--- src/design/rcsfd_pkg.sv ---
// ----------------------------------------------------------------------------
// rcsfd_pkg
// Shared constants for the RC serial frame decoder.
// ----------------------------------------------------------------------------
package rcsfd_pkg;

    localparam int FRAME_LENGTH_DEF  = 16;
    localparam int CHANNEL_SLOTS_DEF = 8;

    localparam int HEADER_BYTES    = 2;
    localparam int VALUE_OFFSET    = 988;
    localparam logic [3:0] CHAN_FIELD_MASK = 4'hF;

    localparam int CFG_IDX_W  = 3;
    localparam int CFG_DATA_W = 16;

    localparam logic [CFG_IDX_W-1:0] CFG_CHANNELS_IN_USE = 3'd0;
    localparam logic [CFG_IDX_W-1:0] CFG_CHANNEL_SHIFT   = 3'd1;
    localparam logic [CFG_IDX_W-1:0] CFG_CHANNEL_MASK    = 3'd2;
    localparam logic [CFG_IDX_W-1:0] CFG_VALUE_SHIFT     = 3'd3;
    localparam logic [CFG_IDX_W-1:0] CFG_FRAME_GAP_US    = 3'd4;

    localparam logic [3:0]  RST_CHANNELS_IN_USE = 4'd7;
    localparam logic [2:0]  RST_CHANNEL_SHIFT   = 3'd2;
    localparam logic [2:0]  RST_CHANNEL_MASK    = 3'd3;
    localparam logic [2:0]  RST_VALUE_SHIFT     = 3'd0;
    localparam logic [15:0] RST_FRAME_GAP_US    = 16'd2500;

endpackage

--- src/design/rc_serial_frame_decoder.sv ---
// ----------------------------------------------------------------------------
// rc_serial_frame_decoder
// Serial RC receiver frame decoder: frame byte buffer and channel table in
// synchronous RAMs, decoded one byte pair at a time.
// ----------------------------------------------------------------------------
// A byte request goes to S_OUT and then to the output register; a read request goes S_TRD, S_OUT.
// A frame-completing byte first loops S_DRD/S_DWR once per byte pair after the header.
// Throughput: one request at a time, accepted while the previous result waits
// in the output register; decode rate is set by the frame RAM read loop.
// Reset clears control and channel-table valid bits and loads config defaults at once; no sweep.
// ----------------------------------------------------------------------------
module rc_serial_frame_decoder #(
    parameter int FRAME_LENGTH  = rcsfd_pkg::FRAME_LENGTH_DEF,
    parameter int CHANNEL_SLOTS = rcsfd_pkg::CHANNEL_SLOTS_DEF
) (
    input  logic                             clk,
    input  logic                             rst_n,

    input  logic                             cfg_valid,
    output logic                             cfg_ready,
    input  logic [rcsfd_pkg::CFG_IDX_W-1:0]  cfg_index,
    input  logic [rcsfd_pkg::CFG_DATA_W-1:0] cfg_data,

    input  logic                             in_valid,
    output logic                             in_ready,
    input  logic                             mode,
    input  logic [7:0]                       rx_byte,
    input  logic [31:0]                      arrival_time_us,
    input  logic [2:0]                       read_channel,

    output logic                             out_valid,
    input  logic                             out_ready,
    output logic [11:0]                      channel_value,
    output logic                             frame_done
);
    import rcsfd_pkg::*;

    localparam int IDX_W = $clog2(FRAME_LENGTH);
    localparam int CNT_W = $clog2(FRAME_LENGTH + 1);
    localparam int CH_W  = (CHANNEL_SLOTS > 1) ? $clog2(CHANNEL_SLOTS) : 1;

    localparam logic [2:0] S_IDLE = 3'd0;
    localparam logic [2:0] S_DRD  = 3'd1;
    localparam logic [2:0] S_DWR  = 3'd2;
    localparam logic [2:0] S_TRD  = 3'd3;
    localparam logic [2:0] S_OUT  = 3'd4;

    logic [2:0]               state_reg, state_next;
    logic [3:0]               ch_in_use_reg;
    logic [2:0]               ch_shift_reg;
    logic [2:0]               ch_mask_reg;
    logic [2:0]               val_shift_reg;
    logic [15:0]              gap_reg;
    logic [CNT_W-1:0]         held_reg, held_next;
    logic [31:0]              last_reg;
    logic [CNT_W-1:0]         pos_reg, pos_next;
    logic [11:0]              res_value_reg, res_value_next;
    logic                     res_done_reg, res_done_next;
    logic                     rd_ok_reg;
    logic                     out_valid_reg;
    logic [11:0]              out_value_reg;
    logic                     out_done_reg;
    logic [CHANNEL_SLOTS-1:0] ct_valid_reg;

    logic [7:0]               frame_mem [FRAME_LENGTH];
    logic [7:0]               hi_q, lo_q;
    logic [11:0]              ct_mem [CHANNEL_SLOTS];
    logic [11:0]              ct_rdata_q;

    logic                     accept;
    logic                     load_out;
    logic [31:0]              elapsed;
    logic                     gap_hit;
    logic [CNT_W-1:0]         held_eff;
    logic                     fb_we;
    logic [IDX_W-1:0]         fb_waddr;
    logic [IDX_W-1:0]         rd_a, rd_b;
    logic [CNT_W-1:0]         pos_p1;
    logic [CNT_W:0]           pos_p3;
    logic [3:0]               rd_ch4;
    logic                     rd_in_range;
    logic [CH_W-1:0]          ct_raddr;
    logic [3:0]               chan;
    logic [10:0]              raw;
    logic [11:0]              dec_val;
    logic                     ct_we;
    logic [CH_W-1:0]          ct_waddr;

    assign cfg_ready     = 1'b1;
    assign in_ready      = (state_reg == S_IDLE);
    assign accept        = in_valid && in_ready;
    assign load_out      = (state_reg == S_OUT) && (!out_valid_reg || out_ready);
    assign out_valid     = out_valid_reg;
    assign channel_value = out_value_reg;
    assign frame_done    = out_done_reg;

    assign elapsed  = arrival_time_us - last_reg;
    assign gap_hit  = elapsed > {16'd0, gap_reg};
    assign held_eff = gap_hit ? '0 : held_reg;
    assign fb_we    = accept && !mode && (held_eff < CNT_W'(FRAME_LENGTH));
    assign fb_waddr = held_eff[IDX_W-1:0];

    assign pos_p1 = pos_reg + CNT_W'(1);
    assign pos_p3 = {1'b0, pos_reg} + (CNT_W+1)'(3);
    assign rd_a   = pos_reg[IDX_W-1:0];
    assign rd_b   = pos_p1[IDX_W-1:0];

    assign rd_ch4      = {1'b0, read_channel};
    assign rd_in_range = {1'b0, rd_ch4} < 5'(CHANNEL_SLOTS);
    assign ct_raddr    = rd_ch4[CH_W-1:0];

    assign chan     = 4'(hi_q >> ch_shift_reg) & CHAN_FIELD_MASK;
    assign raw      = {hi_q[2:0] & ch_mask_reg, lo_q} >> val_shift_reg;
    assign dec_val  = 12'(raw) + 12'(VALUE_OFFSET);
    assign ct_we    = (state_reg == S_DWR) && (chan < ch_in_use_reg)
                      && ({1'b0, chan} < 5'(CHANNEL_SLOTS));
    assign ct_waddr = chan[CH_W-1:0];

    always_comb
    begin
        state_next     = state_reg;
        held_next      = held_reg;
        pos_next       = pos_reg;
        res_value_next = res_value_reg;
        res_done_next  = res_done_reg;
        case (state_reg)
            S_IDLE:
            begin
                if (accept)
                begin
                    res_value_next = '0;
                    res_done_next  = 1'b0;
                    if (mode)
                    begin
                        state_next = S_TRD;
                    end
                    else
                    begin
                        state_next = S_OUT;
                        held_next  = held_eff;
                        if (fb_we)
                        begin
                            held_next = held_eff + CNT_W'(1);
                            if (held_next == CNT_W'(FRAME_LENGTH))
                            begin
                                state_next = S_DRD;
                                pos_next   = CNT_W'(HEADER_BYTES);
                            end
                        end
                    end
                end
            end
            S_DRD:
            begin
                state_next = S_DWR;
            end
            S_DWR:
            begin
                if (pos_p3 < (CNT_W+1)'(FRAME_LENGTH))
                begin
                    pos_next   = pos_reg + CNT_W'(2);
                    state_next = S_DRD;
                end
                else
                begin
                    res_done_next = 1'b1;
                    state_next    = S_OUT;
                end
            end
            S_TRD:
            begin
                res_value_next = rd_ok_reg ? ct_rdata_q : '0;
                state_next     = S_OUT;
            end
            S_OUT:
            begin
                if (load_out)
                begin
                    state_next = S_IDLE;
                end
            end
            default:
            begin
                state_next = S_IDLE;
            end
        endcase
    end

    always_ff @(posedge clk or negedge rst_n)
    begin
        if (!rst_n)
        begin
            state_reg     <= S_IDLE;
            ch_in_use_reg <= RST_CHANNELS_IN_USE;
            ch_shift_reg  <= RST_CHANNEL_SHIFT;
            ch_mask_reg   <= RST_CHANNEL_MASK;
            val_shift_reg <= RST_VALUE_SHIFT;
            gap_reg       <= RST_FRAME_GAP_US;
            held_reg      <= '0;
            last_reg      <= '0;
            out_valid_reg <= 1'b0;
            ct_valid_reg  <= '0;
        end
        else
        begin
            state_reg <= state_next;
            held_reg  <= held_next;
            if (cfg_valid && cfg_ready)
            begin
                case (cfg_index)
                    CFG_CHANNELS_IN_USE: ch_in_use_reg <= cfg_data[3:0];
                    CFG_CHANNEL_SHIFT:   ch_shift_reg  <= cfg_data[2:0];
                    CFG_CHANNEL_MASK:    ch_mask_reg   <= cfg_data[2:0];
                    CFG_VALUE_SHIFT:     val_shift_reg <= cfg_data[2:0];
                    CFG_FRAME_GAP_US:    gap_reg       <= cfg_data;
                    default:             ;
                endcase
            end
            if (accept && !mode)
            begin
                last_reg <= arrival_time_us;
            end
            if (ct_we)
            begin
                ct_valid_reg[ct_waddr] <= 1'b1;
            end
            if (load_out)
            begin
                out_valid_reg <= 1'b1;
            end
            else if (out_ready)
            begin
                out_valid_reg <= 1'b0;
            end
        end
    end

    always_ff @(posedge clk)
    begin
        pos_reg       <= pos_next;
        res_value_reg <= res_value_next;
        res_done_reg  <= res_done_next;
        if (accept)
        begin
            rd_ok_reg <= rd_in_range && ct_valid_reg[ct_raddr];
        end
        if (load_out)
        begin
            out_value_reg <= res_value_reg;
            out_done_reg  <= res_done_reg;
        end
    end

    always_ff @(posedge clk)
    begin
        if (fb_we)
        begin
            frame_mem[fb_waddr] <= rx_byte;
        end
        hi_q <= frame_mem[rd_a];
        lo_q <= frame_mem[rd_b];
    end

    always_ff @(posedge clk)
    begin
        if (ct_we)
        begin
            ct_mem[ct_waddr] <= dec_val;
        end
        ct_rdata_q <= ct_mem[ct_raddr];
    end

`ifndef ASSERT_OFF
    a_dwr_after_drd: assert property (@(posedge clk) disable iff (!rst_n)
        state_reg == S_DWR |-> $past(state_reg) == S_DRD)
        else $error("decode write without preceding read");

    a_read_goes_trd: assert property (@(posedge clk) disable iff (!rst_n)
        accept && mode |=> state_reg == S_TRD)
        else $error("read request did not enter table read");

    a_held_bound: assert property (@(posedge clk) disable iff (!rst_n)
        held_reg <= CNT_W'(FRAME_LENGTH))
        else $error("byte count beyond frame length");

    a_done_only_full: assert property (@(posedge clk) disable iff (!rst_n)
        load_out && res_done_reg |-> held_reg == CNT_W'(FRAME_LENGTH))
        else $error("frame done without full frame");
`endif

endmodule
--- config.mk ---
export PLATFORM = sky130hd
export DESIGN_NAME = rc_serial_frame_decoder
export DESIGN_NICKNAME = d
export VERILOG_FILES = /design/src/design/rcsfd_pkg.sv /design/src/design/rc_serial_frame_decoder.sv
export SDC_FILE = /design/constraint.sdc
export NUM_CORES = 1
export LEC_CHECK = 0
export ABC_AREA = 1
export BUFFER_PORTS_ARGS = -buffer_cell sky130_fd_sc_hd__buf_4
export CAP_MARGIN = 10
export CELL_PAD_IN_SITES_DETAIL_PLACEMENT = 2
export CELL_PAD_IN_SITES_GLOBAL_PLACEMENT = 2
export CORE_ASPECT_RATIO = 1.25
export CORE_MARGIN = 10
export CORE_UTILIZATION = 42
export DETAILED_ROUTE_END_ITERATION = 10
export GPL_TIMING_DRIVEN = 0
export PLACE_DENSITY = 0.95
export REMOVE_ABC_BUFFERS = 1
export SYNTH_ARGS = -nofsm -noshare
export SYNTH_HDL_FRONTEND = slang
export SYNTH_SLANG_ARGS = --single-unit
--- constraint.sdc ---
create_clock -name clk -period 10 [get_ports clk]
set_input_delay 0.5 -clock clk [delete_from_list [all_inputs] [get_ports clk]]
set_output_delay 0.5 -clock clk [all_outputs]
set_load 0.05 [all_outputs]
# --- Word-level counts from Yosys, hierarchy flattened ---
# Memories as Yosys holds them, arrays and structs flattened. A register that Yosys moved wholly into a read port is not among the register bits.
# Cells that the tools add are included.
classes:
  n_addsub: 6
  n_mul: 0
  n_div: 0
  n_lt_le_gt_ge: 9
  n_eq_ne: 16
  n_shift: 2
  n_mux: 31
  bitwise: 3
  n_reduce_logical: 26
op_table:
  columns: ["op", "n"]
  rows:
  - ["$mux W5", 7]
  - ["$gt A32 B16 Y1", 1]
  - ["$sub A32 B32 Y32", 1]
  - ["$mux W12", 2]
  - ["$pmux W12 S2", 1]
  - ["$mux W3", 6]
  - ["$pmux W3 S5", 1]
  - ["$reduce_and A2 Y1", 7]
  - ["$add A11 B10 Y12 const B", 1]
  - ["$eq A3 B2 Y1 const B", 4]
  - ["$lt A3 B4 Y1 const B", 3]
  - ["$shr A11 B3 Y11", 1]
  - ["$mux W1", 10]
  - ["$pmux W5 S2", 1]
  - ["$logic_and A1 B1 Y1", 8]
  - ["$ne A2 B1 Y1 const B", 4]
  - ["$or A8 B8 Y8", 1]
  - ["$shr A8 B3 Y4", 1]
  - ["$add A5 B2 Y6 const B", 1]
  - ["$eq A3 B1 Y1 const B", 2]
  - ["$eq A3 B3 Y1 const B", 2]
  - ["$logic_not A3 Y1", 2]
  - ["$lt A6 B5 Y1 const B", 1]
  - ["$ne A2 B2 Y1 const B", 3]
  - ["18 further kinds", 22]
word_totals:
  reg_bits: 110
  latch_bits: 0
  ramBits: 224
  rom_bits: 0
  input_bits: 68
  out_inout_bits: 16
  wordCells: 111
  mem_count: 2
memory_table:
  columns: ["name", "words", "word_bits", "rd", "rd_clocked_by_memory_dff", "write_ports", "line", "text"]
  rows:
  - ["frame_mem", 16, 8, 2, 2, 1, "rc_serial_frame_decoder.sv:65", "logic [7:0] frame_mem [FRAME_LENGTH];"]
  - ["ct_mem", 8, 12, 1, 1, 1, "rc_serial_frame_decoder.sv:67", "logic [11:0] ct_mem [CHANNEL_SLOTS];"]

# --- Depth between registers and ports, before layout ---
# Gate-level depths: netlist (run 1).
logic_depth:
  depth_word: 10
  ltp_mapped: 31
  mapped_depth_nobuf: 31

# --- Worst setup path before layout (run 1) ---
# OpenSTA, ideal clock, no wires.
synth_timing:
  kind: "input to register"
  from: "input port arrival_time_us[0]"
  to: "register pos_reg[1] (enable)"
  setup_ns: 0.339
  t_arrival_ns: 3.727
  required_ns: 9.661
  slack_ns: 5.934
  cell_stages: 26
  path_buffers: 0
  cell_sequence: "inv_1 > ha_1 > fa_1 > inv_1 > nand2_1 > a21oi_2 > nand2_1 > nand3_2 > xor2_1 > ha_1 > nand4_1 > a21oi_1 > nor2_1 > nand2_1 > nand2_1 > nand3_1 > nor2_1 > nand2_1 > nor2_4 > nand2_4 > nor2_1 > ha_1 > nand3_2 > nor2_2 > nand3_2 > a21oi_1"
synth_between:
  elab_chain_cells: 7
  word_cells_on_any_way: 10
  cone_classes: "add/sub: 2; order compare: 2; eq/ne: 3; mux: 1; reduce/logical: 2"
synth_lines:
  columns: ["element", "line", "text"]
  rows:
  - ["start, declared", "rc_serial_frame_decoder.sv:28", "input logic [31:0] arrival_time_us,"]
  - ["$sub A32 B32 Y32 *", "rc_serial_frame_decoder.sv:97", "assign elapsed = arrival_time_us - last_reg;"]
  - ["$gt A32 B16 Y1 *", "rc_serial_frame_decoder.sv:98", "assign gap_hit = elapsed > {16'd0, gap_reg};"]
  - ["$mux W5 *", "rc_serial_frame_decoder.sv:99", "assign held_eff = gap_hit ? '0 : held_reg;"]
  - ["$add A5 B1 Y5 / $lt A5 B5 Y1 (equally long branches)", "rc_serial_frame_decoder.sv:143, rc_serial_frame_decoder.sv:100", null]
  - ["$eq A5 B5 Y1 / $logic_and A1 B1 Y1 (equally long branches)", "rc_serial_frame_decoder.sv:144, rc_serial_frame_decoder.sv:100", null]
  - ["$ne A2 B1 Y1 (no line)", null, null]
  - ["$reduce_and A6 Y1 (no line) *", null, null]
  - ["end signal, assigned", "rc_serial_frame_decoder.sv:240", "pos_reg <= pos_next;"]
  - ["end, declared", "rc_serial_frame_decoder.sv:56", "logic [CNT_W-1:0] pos_reg, pos_next;"]
# Every way passes the cells marked *; elsewhere a longest branch is shown, timed or not.
# A chain may end at the register's enable or synchronous reset.

# --- Worst setup path in the final report (run 1) ---
layout_timing:
  from: "register last_reg[0]"
  to: "register pos_reg[4] (enable)"
layout_between:
  elab_chain_cells: 7
  word_cells_on_any_way: 10
  cone_classes: "add/sub: 2; order compare: 2; eq/ne: 3; mux: 1; reduce/logical: 2"
layout_lines:
  columns: ["element", "line", "text"]
  rows:
  - ["start, declared", "rc_serial_frame_decoder.sv:55", "logic [31:0] last_reg;"]
  - ["start signal, assigned", "rc_serial_frame_decoder.sv:221", "last_reg <= arrival_time_us;"]
  - ["$sub A32 B32 Y32 *", "rc_serial_frame_decoder.sv:97", null]
  - ["$gt A32 B16 Y1 *", "rc_serial_frame_decoder.sv:98", null]
  - ["$mux W5 *", "rc_serial_frame_decoder.sv:99", null]
  - ["$add A5 B1 Y5 / $lt A5 B5 Y1 (equally long branches)", "rc_serial_frame_decoder.sv:143, rc_serial_frame_decoder.sv:100", null]
  - ["$eq A5 B5 Y1 / $logic_and A1 B1 Y1 (equally long branches)", "rc_serial_frame_decoder.sv:144, rc_serial_frame_decoder.sv:100", null]
  - ["$ne A2 B1 Y1 (no line)", null, null]
  - ["$reduce_and A6 Y1 (no line) *", null, null]
# Marks and branches as above.

==> results of run 1 <==
==> cell families (layout without fill, tap and decap cells) <==
logic type	count (synthesis)	in the layout	share of synthesized area, %
muxes	3	3	0.170
xor gates and xnor gates	22	22	1.09
AOI/OAI and AO/OA	308	308	9.34
DFF	361	361	57.5
and+or+nand+nor	867	867	20.8
other	1	4	0.0212
buffers and inverters	332	436	7.08
adders and majority gates	57	57	4.07
==> layout make-up <==
| type | count | area [um^2] |
|---|---|---|
| repair buffers | 94 | 822 |
| multi-input cells | 1258 | 6290 |
| well taps | 559 | 699 |
| diodes | 3 | 7.51 |
| clock buffers | 55 | 1130 |
| clock inverters | 15 | 118 |
| inverters | 272 | 1020 |
| flip-flops and latches | 361 | 10200 |
| fillers | 4354 | 21700 |
==> power groups by stage <==
| stage | combinational, mW | sequential [mW] | clock, mW |
|---|---|---|---|
| 6_report | 2.55 | 2.06 | 1.49 |
| 5_1_grt | 2.75 | 2.08 | 1.55 |
| 4_1_cts | 2.49 | 2.07 | 1.49 |
| 3_5_place_dp | 2.26 | 2.08 | 0 |
| 3_3_place_gp | 1.96 | 2.06 | 0 |
| 2_1_floorplan | 1.43 | 2.08 | 0 |
==> cell usage in the layout, fill, tap and decap left out, types with 3 or more instances in the layout <==
cell type	count
buf_16	4
o21ai_0	195
o211ai_1	4
dfrtp_1	67
buf_6	5
nor2_4	9
nor2_2	15
nand3_1	45
clkbuf_8	5
dfstp_2	11
clkbuf_16	41
nand4_1	10
nand2_1	410
nand3_2	7
inv_2	8
nor3_1	4
o22ai_1	29
or2_2	9
a31oi_1	31
xor2_1	20
clkinv_1	11
mux2i_1	3
clkbuf_1	9
nand3b_1	3
nand2_2	32
ha_1	56
dfxtp_1	28
clkinv_2	5
diode_2	3
edfxtp_1	255
buf_4	82
a21oi_1	41
nor2_1	314
a21oi_2	4
inv_1	258
==> cells in the mapped netlist (all sizes together) <==
| cell | count |
|---|---|
| edfxtp | 255 |
| a32o | 1 |
| ha | 56 |
| inv | 266 |
| o211ai | 4 |
| conb | 1 |
| nand3 | 52 |
| nand4 | 11 |
| nand2 | 444 |
| or2 | 10 |
| a31oi | 31 |
| o21bai | 1 |
| o21ai | 195 |
| fa | 1 |
| o22ai | 29 |
| dfstp | 11 |
| nand3b | 5 |
| clkinv | 6 |
| buf | 5 |
| nor2 | 339 |
| a21o | 2 |
| mux2i | 3 |
| clkbuf | 55 |
| xor2 | 20 |
| xnor2 | 2 |
| dfrtp | 67 |
| dfxtp | 28 |
| a21oi | 45 |
| nor3 | 6 |
==> routing by layer <==
layer / vias to the layer above / part of all wire [%]
met1: 7677 / 38
met4: 0 / 5.3
met5: - / 0
met3: 221 / 4.3
met2: 510 / 53
li1: 6512 / -
==> per-stage QoR <==
step	power, mW	util [%]	setup WS [ns]	area, um^2	hold slack (ns)
4_1_cts	6.06	48.2	4.33	20200	0.156
3_5_place_dp	4.34	45.2	4.39	19000	0.407
5_1_grt	6.38	48.3	3.98	20300	0.184
3_3_place_gp	4.02	44.8	3.93	18800	0.403
6_report	6.10	48.3	4.17	20300	0.126
2_1_floorplan	3.51	-	5.85	17500	0.204
==> worst register-to-register path, delay by kind of cell (launching register included) <==
family          cells  cell delay [ns]
buf+inv             1             0.15
simple gates       16             2.33
compound gates      3             1.02
xor+xnor            1             0.32
flops               1             0.42
fa+ha+maj           4             1.22
==> worst paths after layout <==
kind,startpoint,to,cells after the start
max,last_reg[0]$_DFFE_PN0P_,pos_reg[4]$_SDFFCE_PN0P_,25
max in group asynchronous,rst_n,last_reg[2]$_DFFE_PN0P_,1
min in group clk,arrival_time_us[27],last_reg[27]$_DFFE_PN0P_,3
min,rst_n,last_reg[20]$_DFFE_PN0P_,1
max reg2reg,last_reg[0]$_DFFE_PN0P_,pos_reg[4]$_SDFFCE_PN0P_,25
min reg2reg,res_value_reg[6]$_SDFFCE_PN0P_,channel_value[6]$_DFFE_PP_,0
==> metrics.csv, run 1 <==
stage,metric,value,unit
placement,gpl congestion,0.843,
detailed_routing,ANT nets after route,0,
global_routing,gr ovfl total,0,
clock_tree,clk_lat worst skew,0.57,ns
power,Leakage Power,8.75,nW
synth,Post-Synthesis Cells,1951,
clock_tree,Post-CTS Hold Buffers,0,
placement,port bufs,82,
clock_tree,H-tree Lvls,2,
critical_path,Worst Path Required,10.19,ns
clock_tree,post-CTS sizing,0,
run_status,status,"complete, no violations",
timing,minimum clock period,5.83,ns
critical_path,slowest cell delay on critical path,0.73,ns
critical_path,CP Launch Type,register,
power,Seq pwr share,33.8,%
detailed_routing,DRT iter0 DRCs,970,
power,Max IR drop VDD,0.176,mV
finish,Layout Cells excl Fill,2617,
clock_tree,Root Driver,clkbuf_16,
synth,"flops & latches, synth",361,
global_routing,first-pass GRT wire length,109000,um
detailed_routing,wire per inst,27.6,um
floorplanning,Initial Util,42.2,%
synth,largest area contributor in the netlist,edfxtp_1,
timing,Final setup viols,0,
critical_path,Worst EP arrival,6.02,ns
critical_path,worst setup path class,register to register,
timing,setup_tns,0,ns
detailed_routing,drt pass-1 iters,5,
power,P_sw,2.66,mW
detailed_routing,DR vias/cell,5.70,
global_routing,met2 usage,50.6,%
detailed_routing,DRC viols,0,
timing,final hold vios,0,
power,power per cell area,301,nW/um^2
clock_tree,"Clk pin slew, worst setup/hold paths",0.07,ns
clock_tree,CTS sink cnt,361,
power,Comb power frac,41.8,%
synth,"Distinct cells, synth",43,
synth,Synth warnings,0,
timing,worst-margin pin slew,1.32,ns
hold_path,path type of the worst min-delay path,input pin to asynchronous set/reset pin,
synth,syn_area_per_cell,9.08,um^2
finish,area grow syn2layout,14.4,%
detailed_routing,final wirelength,72300,um
critical_path,R2R Setup Slk,4.17,ns
global_routing,met3 usage,3.80,%
power,clock group share of total power,24.4,%
clock_tree,post-CTS setup buffer count,0,
global_routing,met1 Track Usage GR,30.9,%
critical_path,CP Capture Type,register,
synth,Post-Syn Area,17700,um^2
clock_tree,CTS buffer count,38,
synth,top-area cell type share of the netlist area,43.2,%
detailed_routing,routed vias,14900,
floorplanning,Die Ht,250,um
floorplanning,Top Ports,84,
timing,final period utilization,58.3,%
global_routing,GRT Max-Usage Layer,met2,
critical_path,CP max stage cell,a21oi_1,
global_routing,vias in the first global route,17200,
critical_path,CP top delay family,simple AND/OR/NAND/NOR gates,
timing,max_slew headroom,11.2,%
timing,RSZ-0062 raised after global routing,false,
floorplanning,FP Rows,84,
floorplanning,die area,50800,um^2
critical_path,"critical path fanouts, max",6,
global_routing,Total GRT Usage,27.9,%
finish,share of layout cells above drive strength 1,12.3,%
finish,max reg flops,128,
power,Sw Ratio,43.7,%
critical_path,"most used cell, CP",nand2_1,
global_routing,initial antenna violation count,3,
clock_tree,clock tree buffer depth,3,
job,max cap viols,0,
global_routing,largest net degree at the start of global routing,79,
timing,clock skew,0.0204,ns
power,Internal,3.44,mW
synth,Synth area leaders,"edfxtp_1, dfrtp_1, nand2_1, nor2_1, o21ai_0",
critical_path,WP buf/inv,1,
timing,max-slew violations,0,
synth,sequential fraction of the synthesis area,57.5,%
clock_tree,CTS tree,built,
placement,DPL Wire Length,44000,um
finish,Nets,2150,
floorplanning,Core Footprint,41900,um^2
floorplanning,Die W,204,um
placement,Placed Cells,2541,
timing,Max Freq,172,MHz
(Power assumes the default switching activity.)
==> run 2, diff against run 1 <==
--- a/config.mk
+++ b/config.mk
@@ -12,10 +12,10 @@
 export CELL_PAD_IN_SITES_GLOBAL_PLACEMENT = 2
 export CORE_ASPECT_RATIO = 1.25
 export CORE_MARGIN = 10
-export CORE_UTILIZATION = 42
+export CORE_UTILIZATION = 39
 export DETAILED_ROUTE_END_ITERATION = 10
 export GPL_TIMING_DRIVEN = 0
-export PLACE_DENSITY = 0.95
+export PLACE_DENSITY = 0.91
 export REMOVE_ABC_BUFFERS = 1
 export SYNTH_ARGS = -nofsm -noshare
 export SYNTH_HDL_FRONTEND = slang
==> constraint.sdc (replaced) <==
create_clock -name clk -period 5.8 [get_ports clk]
set_input_delay 0.29 -clock clk [delete_from_list [all_inputs] [get_ports clk]]
set_output_delay 0.29 -clock clk [all_outputs]
set_load 0.05 [all_outputs]
==> metrics.csv, run 2 (synthesized netlist as in run 1, its figures left out) <==
stage,metric,value,unit
finish,max reg flops,128,
finish,most frequent cells in the layout,"nand2_1, nor2_1, inv_1, edfxtp_1, o21ai_0",
critical_path,worst setup path class,register to register,
global_routing,gr ovfl total,0,
detailed_routing,wire per inst,26.8,um
clock_tree,CTS sink cnt,361,
global_routing,Total GRT Usage,26.2,%
detailed_routing,final wirelength,71700,um
critical_path,Worst EP arrival,5.83,ns
clock_tree,clock tree buffer depth,3,
critical_path,CP top delay family,simple AND/OR/NAND/NOR gates,
finish,area grow syn2layout,17.0,%
critical_path,CP Launch Type,register,
timing,max-slew violations,0,
finish,"most common cell after layout, fill and taps aside",nand2_1,
timing,RSZ-0062 raised after global routing,false,
placement,DPL Wire Length,41000,um
placement,setup slack at placement,0.478,ns
placement,gpl congestion,0.801,
finish,number of fill cells,4865,
finish,share of layout cells above drive strength 1,12.2,%
power,Max IR drop VDD,0.238,mV
floorplanning,Core Footprint,45100,um^2
critical_path,slowest cell delay on critical path,0.47,ns
floorplanning,die area,54400,um^2
floorplanning,Die W,211,um
timing,clock skew,0.0229,ns
run_status,status,"complete, no violations",
finish,FF/Latch Area,10200,um^2
clock_tree,H-tree Lvls,2,
critical_path,"most used cell, CP",nand2_1,
timing,minimum clock period,5.60,ns
global_routing,initial antenna violation count,3,
clock_tree,clk_lat worst skew,0.58,ns
timing,Max Freq,179,MHz
detailed_routing,routed vias,14900,
placement,port bufs,82,
detailed_routing,drt pass-1 iters,7,
detailed_routing,DRT iter0 DRCs,1043,
placement,placed instance area,19000,um^2
detailed_routing,DR vias/cell,5.58,
detailed_routing,ANT nets after route,0,
critical_path,WP buf/inv,2,
critical_path,CP max stage cell,a21oi_2,
timing,final hold vios,0,
finish,Nets,2189,
critical_path,Worst Path Required,6.02,ns
global_routing,vias in the first global route,17300,
timing,max_slew headroom,10.0,%
finish,multi-input logic area,6300,um^2
clock_tree,Root Driver,clkbuf_16,
floorplanning,Top Ports,84,
timing,worst-margin pin slew,1.34,ns
timing,worst setup margin,0.198,ns
clock_tree,CTS tree,built,
detailed_routing,DRC viols,0,
hold_path,path type of the worst min-delay path,input pin to register,
critical_path,CP Capture Type,register,
power,power per cell area,510,nW/um^2
finish,post-route cell area,20700,um^2
global_routing,first-pass GRT wire length,109000,um
clock_tree,post-CTS setup buffer count,0,
clock_tree,CTS buffer count,39,
timing,final period utilization,96.6,%
floorplanning,Die Ht,258,um
clock_tree,"Clk pin slew, worst setup/hold paths",0.07,ns
job,max cap viols,0,
floorplanning,FP Rows,87,
power,Leakage Power,8.92,nW
floorplanning,Initial Util,39.3,%
timing,Final setup viols,0,
global_routing,largest net degree at the start of global routing,79,
critical_path,"critical path fanouts, max",6,
-- run 2: changes by cell type in the layout (fill, tap and decap cells not counted), sizes merged --
cell and change:
clkbuf -3, clkinv -1, bufinv +4, buf +1, dlygate4sd3 +37, clkinvlp +1, inv -1
-- run 2: worst min-delay path, delay by kind of cell --
family / cells / cell delay [ns]
simple gates: 1 / 0.11
buf+inv: 1 / 0.11
compound gates: 1 / 0.06
-- run 2: layer usage --
layer	vias to the layer above	share of wire [%]	track usage, %
li1	6593	-	-
met1	7687	38	28.2
met2	462	54	48.9
met3	192	4.0	3.91
met4	0	4.7	12.7
met5	-	0	0
-- run 2: metrics by stage --
step | power, mW | hold slack [ns] | cells | setup TNS (ns) | util, %
after floorplan | 6.05 | -0.00559 | 1891 | 0 | -
after global placement | 6.95 | 0.402 | 2551 | -7.22 | 41.8
after detailed placement | 7.39 | 0.410 | 2561 | 0 | 42.2
after CTS | 10.3 | 0.00523 | 2668 | 0 | 45.9
after global routing | 11.1 | 0.0270 | 2674 | 0 | 46.0
final | 10.6 | 0.0107 | 2674 | 0 | 46.0
-- run 2: path summary, 6_finish.rpt --
path                       cells after the start  slack (ns)                           start                         end
setup / recovery                              26        0.20        last_reg[13]$_DFFE_PN0P_    pos_reg[4]$_SDFFCE_PN0P_
hold / removal                                 3        0.01                     cfg_data[6]      gap_reg[6]$_DFFE_PN1P_
setup reg to reg                              26        0.20        last_reg[13]$_DFFE_PN0P_    pos_reg[4]$_SDFFCE_PN0P_
hold reg to reg                                0        0.42  res_value_reg[5]$_SDFFCE_PN0P_  channel_value[5]$_DFFE_PP_
max in group asynchronous                      3        4.93                           rst_n  ch_mask_reg[0]$_DFFE_PN1P_
min in group asynchronous                      2        0.14                           rst_n    last_reg[19]$_DFFE_PN0P_
-- run 2: area by class of cell --
class                   instances  share of cell area [%]
diodes                          3                  0.0362
clock buffers                  52                    5.04
clock inverters                18                    1.16
inverters                     272                    4.93
multi-input cells            1258                    30.4
flip-flops and latches        361                    49.1
well taps                     578                    3.49
repair buffers                132                    5.84
-- run 2: where the power goes --
group | total (mW) | internal, mW | switching [mW]
Combinational | 4.34 | 1.19 | 3.15
Clock | 2.68 | 1.50 | 1.18
Sequential | 3.55 | 3.33 | 0.221
Total | 10.6 | 6.02 | 4.55
-- run 2: what timing repair did --
| action | in CTS | in global routing |
|---|---|---|
| hold buffers | 37 | 0 |
| setup endpoints to repair | 0 | 4 |
| gates resized for setup | 0 | 1 |
| hold endpoints to repair | 68 | 0 |
